===== src/hw/rtl/mbrtu_pkg.sv =====
package mbrtu_pkg;

   localparam logic [15:0] CRC_INIT = 16'hFFFF;
   localparam logic [15:0] CRC_POLY = 16'hA001;

   localparam logic [7:0]  SLAVE_ID_RESET     = 8'd1;
   localparam logic [9:0]  FRAME_GAP_RESET    = 10'd2;
   localparam logic [15:0] LINK_TIMEOUT_RESET = 16'd1000;

   localparam int CSR_ADDR_W = 4;
   localparam int CSR_DATA_W = 32;
   localparam int REQ_DATA_W = 32;
   localparam int RSP_DATA_W = 40;

   typedef enum logic [1:0] {
      CSR_SLAVE_ID     = 2'd0,
      CSR_FRAME_GAP    = 2'd1,
      CSR_LINK_TIMEOUT = 2'd2,
      CSR_UNUSED       = 2'd3
   } csr_index_type;

   typedef enum logic [1:0] {
      REQ_BYTE    = 2'd0,
      REQ_TICK    = 2'd1,
      REQ_HOST_WR = 2'd2,
      REQ_HOST_RD = 2'd3
   } req_kind_type;

   localparam logic [7:0] FN_READ_HI     = 8'd1;
   localparam logic [7:0] FN_READ_LO     = 8'd2;
   localparam logic [7:0] FN_READ_HOLD   = 8'd3;
   localparam logic [7:0] FN_READ_INPUT  = 8'd4;
   localparam logic [7:0] FN_WRITE_COIL  = 8'd5;
   localparam logic [7:0] FN_WRITE_REG   = 8'd6;
   localparam logic [7:0] FN_WRITE_MULTI = 8'd16;

   typedef struct packed {
      logic [7:0]  slave_id;
      logic [9:0]  frame_gap;
      logic [15:0] link_timeout;
   } cfg_type;

   function automatic logic [15:0] crc_byte(input logic [15:0] crc, input logic [7:0] data);
      logic [15:0] c;
      c = crc ^ {8'h00, data};
      for (int i = 0; i < 8; i++) begin
         c = c[0] ? ((c >> 1) ^ CRC_POLY) : (c >> 1);
      end
      return c;
   endfunction

endpackage


===== src/hw/rtl/mbrtu_csr.sv =====
module mbrtu_csr
   import mbrtu_pkg::*;
(
   input  logic                  clock,
   input  logic                  reset,
   input  logic                  csr_psel,
   input  logic                  csr_penable,
   input  logic                  csr_pwrite,
   input  logic [CSR_ADDR_W-1:0] csr_paddr,
   input  logic [CSR_DATA_W-1:0] csr_pwdata,
   output logic [CSR_DATA_W-1:0] csr_prdata,
   output logic                  csr_pready,
   output cfg_type               cfg
);

   cfg_type       cfg_ff;
   csr_index_type idx;
   logic          wr_en;

   assign idx        = csr_index_type'(csr_paddr[3:2]);
   assign csr_pready = 1'b1;
   assign wr_en      = csr_psel & csr_penable & csr_pwrite & csr_pready;
   assign cfg        = cfg_ff;

   always_ff @(posedge clock) begin
      if (reset) begin
         cfg_ff.slave_id     <= SLAVE_ID_RESET;
         cfg_ff.frame_gap    <= FRAME_GAP_RESET;
         cfg_ff.link_timeout <= LINK_TIMEOUT_RESET;
      end else if (wr_en) begin
         unique case (idx)
            CSR_SLAVE_ID:     cfg_ff.slave_id     <= csr_pwdata[7:0];
            CSR_FRAME_GAP:    cfg_ff.frame_gap    <= csr_pwdata[9:0];
            CSR_LINK_TIMEOUT: cfg_ff.link_timeout <= csr_pwdata[15:0];
            default: ;
         endcase
      end
   end

   always_comb begin
      unique case (idx)
         CSR_SLAVE_ID:     csr_prdata = CSR_DATA_W'(cfg_ff.slave_id);
         CSR_FRAME_GAP:    csr_prdata = CSR_DATA_W'(cfg_ff.frame_gap);
         CSR_LINK_TIMEOUT: csr_prdata = CSR_DATA_W'(cfg_ff.link_timeout);
         default:          csr_prdata = '0;
      endcase
   end

endmodule


===== src/hw/rtl/modbus_rtu_slave_register_server_core.sv =====
// Modbus RTU slave core with a local table of 16-bit registers.
// req channel: one transaction per received serial byte, millisecond tick,
// host register write or host register read (kind in req_tuser).
// rsp channel: one transaction per reply byte when a frame is answered,
// else exactly one transaction carrying the read, write-event and link
// status; rsp_tlast marks the final reply byte.
// A transaction that closes no frame gives its result from ST_RESULT (a
// host read passes ST_HREAD first). A closed frame is checked at one byte
// per cycle, then the reply goes out at one byte per cycle while rsp is
// not stalled; each register a read reply returns passes ST_FETCH and
// ST_LATCH for the table's read port. req_tready is high only while
// the core is between transactions; a stalled rsp channel holds the core
// in its current reply byte, while the output register lets the next
// request in once the last result of the previous one is loaded.
// Reset clears the frame state, marks every table entry as zero through
// per-entry valid bits, restores the configuration defaults and reports
// the link down.
module modbus_rtu_slave_register_server_core
   import mbrtu_pkg::*;
#(
   parameter int NUM_REGS      = 64,
   parameter int RX_BUF_BYTES  = 16,
   parameter int MAX_READ_REGS = 8
) (
   input  logic                  clock,
   input  logic                  reset,
   input  logic                  req_tvalid,
   output logic                  req_tready,
   // rx_byte[7:0], host_reg[13:8], host_value[29:14], zero fill
   input  logic [REQ_DATA_W-1:0] req_tdata,
   // req_type[1:0]
   input  logic [1:0]            req_tuser,
   output logic                  rsp_tvalid,
   input  logic                  rsp_tready,
   // tx_valid[0], tx_byte[8:1], read_valid[9], read_value[25:10],
   // write_event[26], written_reg[32:27], link_up[33], zero fill
   output logic [RSP_DATA_W-1:0] rsp_tdata,
   output logic                  rsp_tlast,
   input  logic                  csr_psel,
   input  logic                  csr_penable,
   input  logic                  csr_pwrite,
   input  logic [CSR_ADDR_W-1:0] csr_paddr,
   input  logic [CSR_DATA_W-1:0] csr_pwdata,
   output logic [CSR_DATA_W-1:0] csr_prdata,
   output logic                  csr_pready
);

   localparam int AW = (NUM_REGS > 1) ? $clog2(NUM_REGS) : 1;
   localparam int BW = $clog2(RX_BUF_BYTES);
   localparam int CW = $clog2(RX_BUF_BYTES + 1);

   typedef enum logic [3:0] {
      ST_IDLE, ST_HREAD, ST_RESULT, ST_CLOSE, ST_CRC, ST_DECODE,
      ST_WRITE2, ST_FETCH, ST_LATCH, ST_SEND, ST_CRC_LO, ST_CRC_HI
   } state_type;

   cfg_type cfg;

   mbrtu_csr u_csr (
      .clock       (clock),
      .reset       (reset),
      .csr_psel    (csr_psel),
      .csr_penable (csr_penable),
      .csr_pwrite  (csr_pwrite),
      .csr_paddr   (csr_paddr),
      .csr_pwdata  (csr_pwdata),
      .csr_prdata  (csr_prdata),
      .csr_pready  (csr_pready),
      .cfg         (cfg)
   );

   state_type      state_ff;
   logic [7:0]     buf_ff [RX_BUF_BYTES];
   logic [CW-1:0]  count_ff;
   logic [CW-1:0]  len_ff;
   logic [CW-1:0]  ptr_ff;
   logic           in_frame_ff;
   logic [9:0]     gap_ff;
   logic [15:0]    link_ff;
   logic [15:0]    crc_ff;
   logic           crc_ok_ff;
   logic [7:0]     code_ff;
   logic [AW-1:0]  addr_ff;
   logic [6:0]     qty_ff;
   logic           echo_ff;
   logic [7:0]     body_len_ff;
   logic [7:0]     k_ff;
   logic           have_word_ff;
   logic [15:0]    word_ff;
   logic           rd_valid_ff;
   logic [15:0]    rd_value_ff;
   logic           hin_ff;
   logic           ev_ff;
   logic [5:0]     ev_reg_ff;
   logic           rsp_valid_ff;
   logic [33:0]    rsp_data_ff;
   logic           rsp_last_ff;

   logic [15:0]    mem [NUM_REGS];
   logic [NUM_REGS-1:0] vld_ff;
   logic [15:0]    rdata_ff;
   logic           rvalid_ff;

   req_kind_type   req_kind;
   logic [7:0]     rx_byte;
   logic [5:0]     host_reg;
   logic [15:0]    host_value;
   logic           accept;
   logic           out_free;
   logic           link_up;
   logic           host_in;
   logic [AW-1:0]  host_idx;
   logic [BW-1:0]  buf_idx;
   logic [7:0]     buf_rd;
   logic [15:0]    addr16;
   logic [15:0]    qty16;
   logic           addr_ok;
   logic           dec_ok;
   logic [7:0]     kk;
   logic [AW-1:0]  word_addr;
   logic           fetch_mode;
   logic           need_fetch;
   logic [7:0]     send_byte;
   logic           mem_we;
   logic [AW-1:0]  mem_wa;
   logic [15:0]    mem_wd;
   logic [AW-1:0]  mem_ra;
   logic [9:0]     gap_inc;

   assign req_kind   = req_kind_type'(req_tuser);
   assign rx_byte    = req_tdata[7:0];
   assign host_reg   = req_tdata[13:8];
   assign host_value = req_tdata[29:14];
   assign req_tready = (state_ff == ST_IDLE);
   assign accept     = req_tvalid & req_tready;
   assign out_free   = ~rsp_valid_ff | rsp_tready;
   assign link_up    = link_ff < cfg.link_timeout;
   assign host_in    = 17'(host_reg) < 17'(NUM_REGS);
   assign host_idx   = AW'(host_reg);
   assign gap_inc    = (gap_ff == 10'd1023) ? gap_ff : gap_ff + 10'd1;

   assign rsp_tvalid = rsp_valid_ff;
   assign rsp_tdata  = RSP_DATA_W'(rsp_data_ff);
   assign rsp_tlast  = rsp_last_ff;

   assign buf_idx = (state_ff == ST_SEND) ? k_ff[BW-1:0] : ptr_ff[BW-1:0];
   assign buf_rd  = buf_ff[buf_idx];

   assign addr16 = {buf_ff[2], buf_ff[3]};
   assign qty16  = {buf_ff[4], buf_ff[5]};
   assign addr_ok = 17'(addr16) < 17'(NUM_REGS);

   always_comb begin
      dec_ok = 1'b0;
      case (buf_ff[1]) inside
         FN_READ_HI, FN_READ_LO, FN_WRITE_COIL, FN_WRITE_REG: dec_ok = 1'b1;
         FN_READ_HOLD, FN_READ_INPUT:
            dec_ok = (qty16 != 16'd0) && (qty16 <= 16'(MAX_READ_REGS))
                     && (17'(addr16) + 17'(qty16) <= 17'(NUM_REGS));
         FN_WRITE_MULTI: dec_ok = 17'(addr16) + 17'd1 < 17'(NUM_REGS);
         default: dec_ok = 1'b0;
      endcase
      dec_ok = dec_ok & crc_ok_ff & addr_ok;
   end

   // reply byte generation
   assign kk         = k_ff - 8'd3;
   assign word_addr  = AW'(9'(addr_ff) + 9'(kk[7:1]));
   assign fetch_mode = ~echo_ff & (code_ff != FN_WRITE_MULTI);
   assign need_fetch = fetch_mode & (k_ff >= 8'd3) & ~kk[0] & ~have_word_ff;

   always_comb begin
      send_byte = 8'h00;
      if (echo_ff) begin
         send_byte = buf_rd;
      end else if (k_ff == 8'd0) begin
         send_byte = cfg.slave_id;
      end else if (k_ff == 8'd1) begin
         send_byte = code_ff;
      end else if (k_ff == 8'd2) begin
         case (code_ff) inside
            FN_READ_HI, FN_READ_LO:       send_byte = 8'd1;
            FN_READ_HOLD, FN_READ_INPUT:  send_byte = {qty_ff, 1'b0};
            default:                      send_byte = 8'd0;
         endcase
      end else begin
         case (code_ff) inside
            FN_READ_HI:                  send_byte = word_ff[15:8];
            FN_READ_LO:                  send_byte = word_ff[7:0];
            FN_READ_HOLD, FN_READ_INPUT: send_byte = kk[0] ? word_ff[7:0] : word_ff[15:8];
            default: begin
               if (k_ff == 8'd3)      send_byte = 8'(addr_ff);
               else if (k_ff == 8'd4) send_byte = 8'd0;
               else                   send_byte = 8'd2;
            end
         endcase
      end
   end

   // table port control
   always_comb begin
      mem_we = 1'b0;
      mem_wa = addr16[AW-1:0];
      mem_wd = {buf_ff[4], buf_ff[5]};
      mem_ra = addr_ff;
      unique case (state_ff)
         ST_IDLE: begin
            mem_ra = host_idx;
            mem_wa = host_idx;
            mem_wd = host_value;
            mem_we = accept & (req_kind == REQ_HOST_WR) & host_in;
         end
         ST_DECODE: begin
            mem_we = dec_ok & ((buf_ff[1] == FN_WRITE_COIL) | (buf_ff[1] == FN_WRITE_REG)
                               | (buf_ff[1] == FN_WRITE_MULTI));
            if (buf_ff[1] == FN_WRITE_MULTI) mem_wd = {buf_ff[9], buf_ff[10]};
         end
         ST_WRITE2: begin
            mem_we = 1'b1;
            mem_wa = addr_ff + AW'(1);
            mem_wd = {buf_ff[7], buf_ff[8]};
         end
         ST_FETCH: mem_ra = word_addr;
         default: ;
      endcase
   end

   always_ff @(posedge clock) begin
      if (mem_we) mem[mem_wa] <= mem_wd;
      rdata_ff <= mem[mem_ra];
   end

   always_ff @(posedge clock) begin
      if (reset) begin
         vld_ff    <= '0;
         rvalid_ff <= 1'b0;
      end else begin
         if (mem_we) vld_ff[mem_wa] <= 1'b1;
         rvalid_ff <= vld_ff[mem_ra];
      end
   end

   always_ff @(posedge clock) begin
      if (reset) begin
         state_ff     <= ST_IDLE;
         count_ff     <= '0;
         in_frame_ff  <= 1'b0;
         gap_ff       <= '0;
         link_ff      <= LINK_TIMEOUT_RESET;
         rsp_valid_ff <= 1'b0;
         have_word_ff <= 1'b0;
      end else begin
         if (rsp_tready) rsp_valid_ff <= 1'b0;
         unique case (state_ff)
            ST_IDLE: begin
               if (accept) begin
                  rd_valid_ff <= (req_kind == REQ_HOST_RD);
                  rd_value_ff <= '0;
                  hin_ff      <= host_in;
                  ev_ff       <= 1'b0;
                  ev_reg_ff   <= '0;
                  state_ff    <= ST_RESULT;
                  unique case (req_kind)
                     REQ_BYTE: begin
                        if (!in_frame_ff) begin
                           if (rx_byte == cfg.slave_id) begin
                              buf_ff[0]   <= rx_byte;
                              count_ff    <= CW'(1);
                              in_frame_ff <= 1'b1;
                              gap_ff      <= '0;
                           end
                        end else begin
                           buf_ff[count_ff[BW-1:0]] <= rx_byte;
                           gap_ff <= '0;
                           if (count_ff == CW'(RX_BUF_BYTES - 1)) begin
                              len_ff      <= CW'(RX_BUF_BYTES);
                              count_ff    <= '0;
                              in_frame_ff <= 1'b0;
                              state_ff    <= ST_CLOSE;
                           end else begin
                              count_ff <= count_ff + CW'(1);
                           end
                        end
                     end
                     REQ_TICK: begin
                        if (link_ff != 16'hFFFF) link_ff <= link_ff + 16'd1;
                        if (in_frame_ff) begin
                           if (gap_inc >= cfg.frame_gap) begin
                              len_ff      <= count_ff;
                              count_ff    <= '0;
                              in_frame_ff <= 1'b0;
                              gap_ff      <= '0;
                              state_ff    <= ST_CLOSE;
                           end else begin
                              gap_ff <= gap_inc;
                           end
                        end
                     end
                     REQ_HOST_RD: state_ff <= ST_HREAD;
                     default: ;
                  endcase
               end
            end
            ST_HREAD: begin
               rd_value_ff <= (hin_ff & rvalid_ff) ? rdata_ff : 16'd0;
               state_ff    <= ST_RESULT;
            end
            ST_RESULT: begin
               if (out_free) begin
                  rsp_valid_ff <= 1'b1;
                  rsp_data_ff  <= {link_up, ev_reg_ff, ev_ff, rd_value_ff, rd_valid_ff,
                                   8'h00, 1'b0};
                  rsp_last_ff  <= 1'b0;
                  state_ff     <= ST_IDLE;
               end
            end
            ST_CLOSE: begin
               ptr_ff    <= '0;
               crc_ff    <= CRC_INIT;
               crc_ok_ff <= 1'b1;
               if ((len_ff < CW'(8))
                   || !(((buf_ff[1] >= FN_READ_HI) && (buf_ff[1] <= FN_WRITE_REG))
                        || (buf_ff[1] == FN_WRITE_MULTI))
                   || ((buf_ff[1] == FN_WRITE_MULTI) && (len_ff < CW'(13))))
                  state_ff <= ST_RESULT;
               else
                  state_ff <= ST_CRC;
            end
            ST_CRC: begin
               ptr_ff <= ptr_ff + CW'(1);
               if (ptr_ff < len_ff - CW'(2)) begin
                  crc_ff <= crc_byte(crc_ff, buf_rd);
               end else if (ptr_ff == len_ff - CW'(2)) begin
                  crc_ok_ff <= crc_ok_ff & (buf_rd == crc_ff[7:0]);
               end else begin
                  crc_ok_ff <= crc_ok_ff & (buf_rd == crc_ff[15:8]);
                  state_ff  <= ST_DECODE;
               end
            end
            ST_DECODE: begin
               code_ff      <= buf_ff[1];
               addr_ff      <= addr16[AW-1:0];
               qty_ff       <= qty16[6:0];
               k_ff         <= '0;
               crc_ff       <= CRC_INIT;
               have_word_ff <= 1'b0;
               echo_ff      <= 1'b0;
               if (!dec_ok) begin
                  state_ff <= ST_RESULT;
               end else begin
                  link_ff  <= '0;
                  state_ff <= ST_SEND;
                  unique case (buf_ff[1]) inside
                     FN_READ_HI, FN_READ_LO: body_len_ff <= 8'd4;
                     FN_READ_HOLD, FN_READ_INPUT:
                        body_len_ff <= 8'd3 + {qty16[6:0], 1'b0};
                     FN_WRITE_COIL, FN_WRITE_REG: begin
                        body_len_ff <= 8'd8;
                        echo_ff     <= 1'b1;
                        ev_ff       <= 1'b1;
                        ev_reg_ff   <= addr16[5:0];
                     end
                     default: begin
                        body_len_ff <= 8'd6;
                        ev_ff       <= 1'b1;
                        ev_reg_ff   <= addr16[5:0];
                        state_ff    <= ST_WRITE2;
                     end
                  endcase
               end
            end
            ST_WRITE2: state_ff <= ST_SEND;
            ST_FETCH:  state_ff <= ST_LATCH;
            ST_LATCH: begin
               word_ff      <= rvalid_ff ? rdata_ff : 16'd0;
               have_word_ff <= 1'b1;
               state_ff     <= ST_SEND;
            end
            ST_SEND: begin
               if (need_fetch) begin
                  state_ff <= ST_FETCH;
               end else if (out_free) begin
                  rsp_valid_ff <= 1'b1;
                  rsp_data_ff  <= {link_up, ev_reg_ff, ev_ff, rd_value_ff, rd_valid_ff,
                                   send_byte, 1'b1};
                  rsp_last_ff  <= echo_ff & (k_ff == body_len_ff - 8'd1);
                  crc_ff       <= crc_byte(crc_ff, send_byte);
                  k_ff         <= k_ff + 8'd1;
                  if ((k_ff >= 8'd3) && kk[0]) have_word_ff <= 1'b0;
                  if (k_ff == body_len_ff - 8'd1) begin
                     have_word_ff <= 1'b0;
                     state_ff     <= echo_ff ? ST_IDLE : ST_CRC_LO;
                  end
               end
            end
            ST_CRC_LO: begin
               if (out_free) begin
                  rsp_valid_ff <= 1'b1;
                  rsp_data_ff  <= {link_up, ev_reg_ff, ev_ff, rd_value_ff, rd_valid_ff,
                                   crc_ff[7:0], 1'b1};
                  rsp_last_ff  <= 1'b0;
                  state_ff     <= ST_CRC_HI;
               end
            end
            ST_CRC_HI: begin
               if (out_free) begin
                  rsp_valid_ff <= 1'b1;
                  rsp_data_ff  <= {link_up, ev_reg_ff, ev_ff, rd_value_ff, rd_valid_ff,
                                   crc_ff[15:8], 1'b1};
                  rsp_last_ff  <= 1'b1;
                  state_ff     <= ST_IDLE;
               end
            end
            default: state_ff <= ST_IDLE;
         endcase
      end
   end

endmodule


===== config.mk =====
export PLATFORM = sky130hd
export DESIGN_NAME = modbus_rtu_slave_register_server_core
export DESIGN_NICKNAME = d
export VERILOG_FILES = /design/src/hw/rtl/mbrtu_pkg.sv /design/src/hw/rtl/mbrtu_csr.sv /design/src/hw/rtl/modbus_rtu_slave_register_server_core.sv
export SDC_FILE = /design/constraint.sdc
export NUM_CORES = 2
export LEC_CHECK = 0
export ABC_AREA = 0
export BUFFER_PORTS_ARGS = -buffer_cell sky130_fd_sc_hd__clkbuf_2
export CAP_MARGIN = 20
export CORE_MARGIN = 2
export CORE_UTILIZATION = 28
export DETAILED_ROUTE_END_ITERATION = 10
export GPL_TIMING_DRIVEN = 0
export SLEW_MARGIN = 20
export SYNTH_ARGS = -nofsm -noshare
export SYNTH_HDL_FRONTEND = slang
export SYNTH_SLANG_ARGS = --single-unit
export TNS_END_PERCENT = 50

===== constraint.sdc =====
create_clock -name clock -period 10.54 [get_ports clock]
set_input_delay 1.054 -clock clock [delete_from_list [all_inputs] [get_ports clock]]
set_output_delay 1.054 -clock clock [all_outputs]
set_load 0.05 [all_outputs]

==> flow_summary.json <==
{
  "status": "completed",
  "r2r-end": "rdata_ff[5]$_DFF_P_",
  "clock_path_buffers": 3,
  "max_freq_mhz": 131,
  "ys.flop_type": "edfxtp_1",
  "postCtsSetupBuffers": 0,
  "final_cell_mix": "edfxtp_1, nand2_1, a211oi_1",
  "whs_path_depth": 0,
  "cts.sinks": 1445,
  "fin_ws_ns": 2.91,
  "min_period_ns": 7.63,
  "synth-compound-area-share": 0.139,
  "clk_latency_ns": 0.82,
  "synth_xor_area_frac": 0.0178,
  "drt_iter0_drc": 5336,
  "num-nets-final": 5488,
  "synth_warnings": 0,
  "h-tree-depth": 4,
  "crit_path_start_kind": "flip-flop",
  "min_path_type": "reg2reg",
  "p_leak_nw": 23.7,
  "dp_slack_ns": 3.25,
  "synthAdderAreaFrac": 0.0137,
  "root_buffer": "clkbuf_16",
  "cts_inserted_buffers": 153,
  "drt-total-wl_um": 207000,
  "synth_edf_count": 1292,
  "slew_viol_final": 0,
  "fill_cells": 22200,
  "required_ns": 11.19,
  "cp_num_buf_inv": 6,
  "cts_hold_buf": 0,
  "drive_gt1_frac": 0.115,
  "synth_cell_type_count": 104,
  "postRouteAntennaNets": 0,
  "die_area_um2": 229000,
  "fin_crit_sh": 0.724,
  "via_per_inst": 5.19,
  "vias": 43900,
  "cp_top_family": "compound AO/OA/AOI/OAI gates",
  "die-width_um": 478,
  "ys_ff_latch": 1445,
  "synth.avg_cell_area_um2": 12.6,
  "cts_tree": "built",
  "critPathArrivalTime_ns": 8.28,
  "grt_pass1_vias": 42300,
  "synth_seq_area_share": 0.664,
  "relSlewSlack": 0.162,
  "rsz0062_at_grt": "false",
  "critPathSlowestCell": "a211oi_1",
  "maxCapViolations": 0,
  "grt_max_degree": 65,
  "path_common_cell": "clkbuf_1",
  "cpPeakStageDelay_ns": 0.89,
  "core-area_um2": 224000,
  "async_flop_share": 0,
  "whs_ns": 0.418,
  "synth_top_family_by_area": "compound AO/OA/AOI/OAI gates",
  "fin_tns_setup_ns": 0,
  "syn_to_final_growth_pct": 16.5,
  "path_clk_slew_ns": 0.06,
  "critPathCaptureType": "flip-flop",
  "power_density_nw_per_um2": 314,
  "io_buffers": 107,
  "worstHoldStart": "rd_value_ff[12]$_SDFFCE_PN0P_",
  "drc": 0,
  "layout_commonest_cell": "edfxtp_1",
  "grt_pass1_wl_um": 298000,
  "dp_hpwl_um": 148000,
  "row_count": 174,
  "worst_slew_pin_slew_ns": 1.26,
  "synthSimpleGateAreaFrac": 0.117,
  "fin_util": 0.327,
  "hold_violations": 0,
  "place_congestion": 0.961,
  "drtPass1Iterations": 8,
  "start_util": 0.281,
  "syn_area_um2": 63000,
  "gr-total-overflow": 0,
  "ios": 153,
  "path_cells": "clkbuf_1 -> inv_1 -> ha_1 -> ha_1 -> inv_1 -> fa_1 -> o31ai_1 -> a21o_1 -> clkbuf_1 -> clkbuf_1 -> clkbuf_1 -> a211oi_1 -> a311oi_1 -> a21oi_1 -> a211oi_1 -> a211oi_1 -> a21oi_1",
  "synth_mux_area_frac": 0.0156,
  "antenna_found_initial": 4,
  "syn_inst": 5001,
  "chipHeight_um": 478,
  "instances_no_fill": 8463,
  "wl_per_cell_um": 24.5,
  "vdd_drop_max_uv": 309,
  "holdPathEnd": "rsp_data_ff[22]$_DFFE_PP_",
  "worstReg2RegStart": "k_ff[0]$_SDFFCE_PN0P_",
  "grtUsageTotal": 0.175,
  "ff2ff_setup_slack_ns": 2.91,
  "placedCellCount": 8180,
  "crit_type": "reg2reg",
  "setup_viol": 0,
  "post_cts_resize_count": 0,
  "clock_skew_ns": 0.0338,
  "ff2ff_path_depth": 17,
  "worstPathMaxFanout": 10
}
-- worst max-delay path by stage --
stage                                from                        end  slack (ns)  cells past startpoint
finish              k_ff[0]$_SDFFCE_PN0P_        rdata_ff[5]$_DFF_P_        2.91                     17
global route        k_ff[1]$_SDFFCE_PN0P_        rdata_ff[5]$_DFF_P_        2.82                     17
CTS                 k_ff[0]$_SDFFCE_PN0P_       rdata_ff[10]$_DFF_P_        3.23                     17
detailed placement  k_ff[0]$_SDFFCE_PN0P_       rdata_ff[10]$_DFF_P_        3.25                     17
global placement    k_ff[4]$_SDFFCE_PN0P_  rsp_data_ff[23]$_DFFE_PP_       -0.85                      8
floorplan           k_ff[4]$_SDFFCE_PN0P_   rsp_data_ff[0]$_DFFE_PP_        2.83                      8
-- state kept, by name, indices dropped and copies added (netlist names), 4 cells and up --
name / count
qty_ff: 7
rdata_ff: 16
ev_reg_ff: 6
mem: 1024
state_ff: 4
gap_ff: 10
ptr_ff: 5
vld_ff: 64
link_ff: 16
code_ff: 8
buf_ff: 128
body_len_ff: 8
rd_value_ff: 16
word_ff: 16
k_ff: 8
addr_ff: 6
len_ff: 5
u_csr.cfg: 34
crc_ff: 16
count_ff: 5
rsp_data_ff: 34
-- power by group --
part / internal [mW] / leakage (nW) / switching [mW] / total (mW)
Clock: 3.03 / 2.38 / 2.32 / 5.35
Sequential: 7.39 / 12.9 / 0.0634 / 7.46
Combinational: 2.38 / 8.38 / 7.86 / 10.2
Total: 12.8 / 23.7 / 10.2 / 23.0
-- cell usage after synthesis (30+ instances only) --
library cell / instances / area (µm²)
a211oi_1: 404 / 3030
nor2_1: 241 / 905
mux2i_1: 69 / 691
and3_1: 34 / 213
dfxtp_1: 153 / 3060
ha_1: 66 / 826
o22ai_1: 39 / 244
a31oi_1: 153 / 957
and2_1: 286 / 1790
edfxtp_1: 1292 / 38800
o21ai_0: 51 / 255
nor3_1: 31 / 155
a21oi_1: 210 / 1050
clkbuf_1: 287 / 1080
xor2_1: 59 / 517
xnor2_1: 52 / 455
nand2_1: 772 / 2900
o22ai_2: 30 / 375
a311oi_1: 140 / 1230
buf_4: 30 / 225
inv_1: 121 / 454
a21o_1: 35 / 263
nand3_1: 49 / 245
-- cell families after synthesis --
group | after synthesis
other | 2
adder cells (fa/ha/maj) | 68
buffers and inverters | 490
flip-flops | 1445
XOR/XNOR | 119
multiplexers | 86
AO/OA/AOI/OAI | 1220
AND/OR/NAND/NOR | 1571
-- routing by layer --
layer | wire [µm] | GRT usage
met5 | 0 | 0
met4 | 7620 | 0.0654
met3 | 17800 | 0.0357
met2 | 95600 | 0.281
met1 | 86400 | 0.234
-- stage by stage --
| step | power [mW] | cell area, µm² |
|---|---|---|
| floorplan | 12.8 | 63100 |
| global placement | 17.3 | 67400 |
| detailed placement | 17.5 | 68500 |
| CTS | 22.8 | 73400 |
| global route | 23.7 | 73400 |
| finish | 23.0 | 73400 |
-- layout make-up --
class                           count  area (µm²)  area share
Inverter                          123         462     0.00629
Clock buffer                      196        4080      0.0556
Timing Repair Buffer              166        1300      0.0177
Antenna cell                        5        12.5    0.000170
Clock inverter                     82         810      0.0110
Buffer                            367        1580      0.0215
Multi-Input combinational cell   3087       19600       0.267
Tap cell                         2992        3740      0.0510
Sequential cell                  1445       41900       0.570
(Power assumes the default switching activity.)
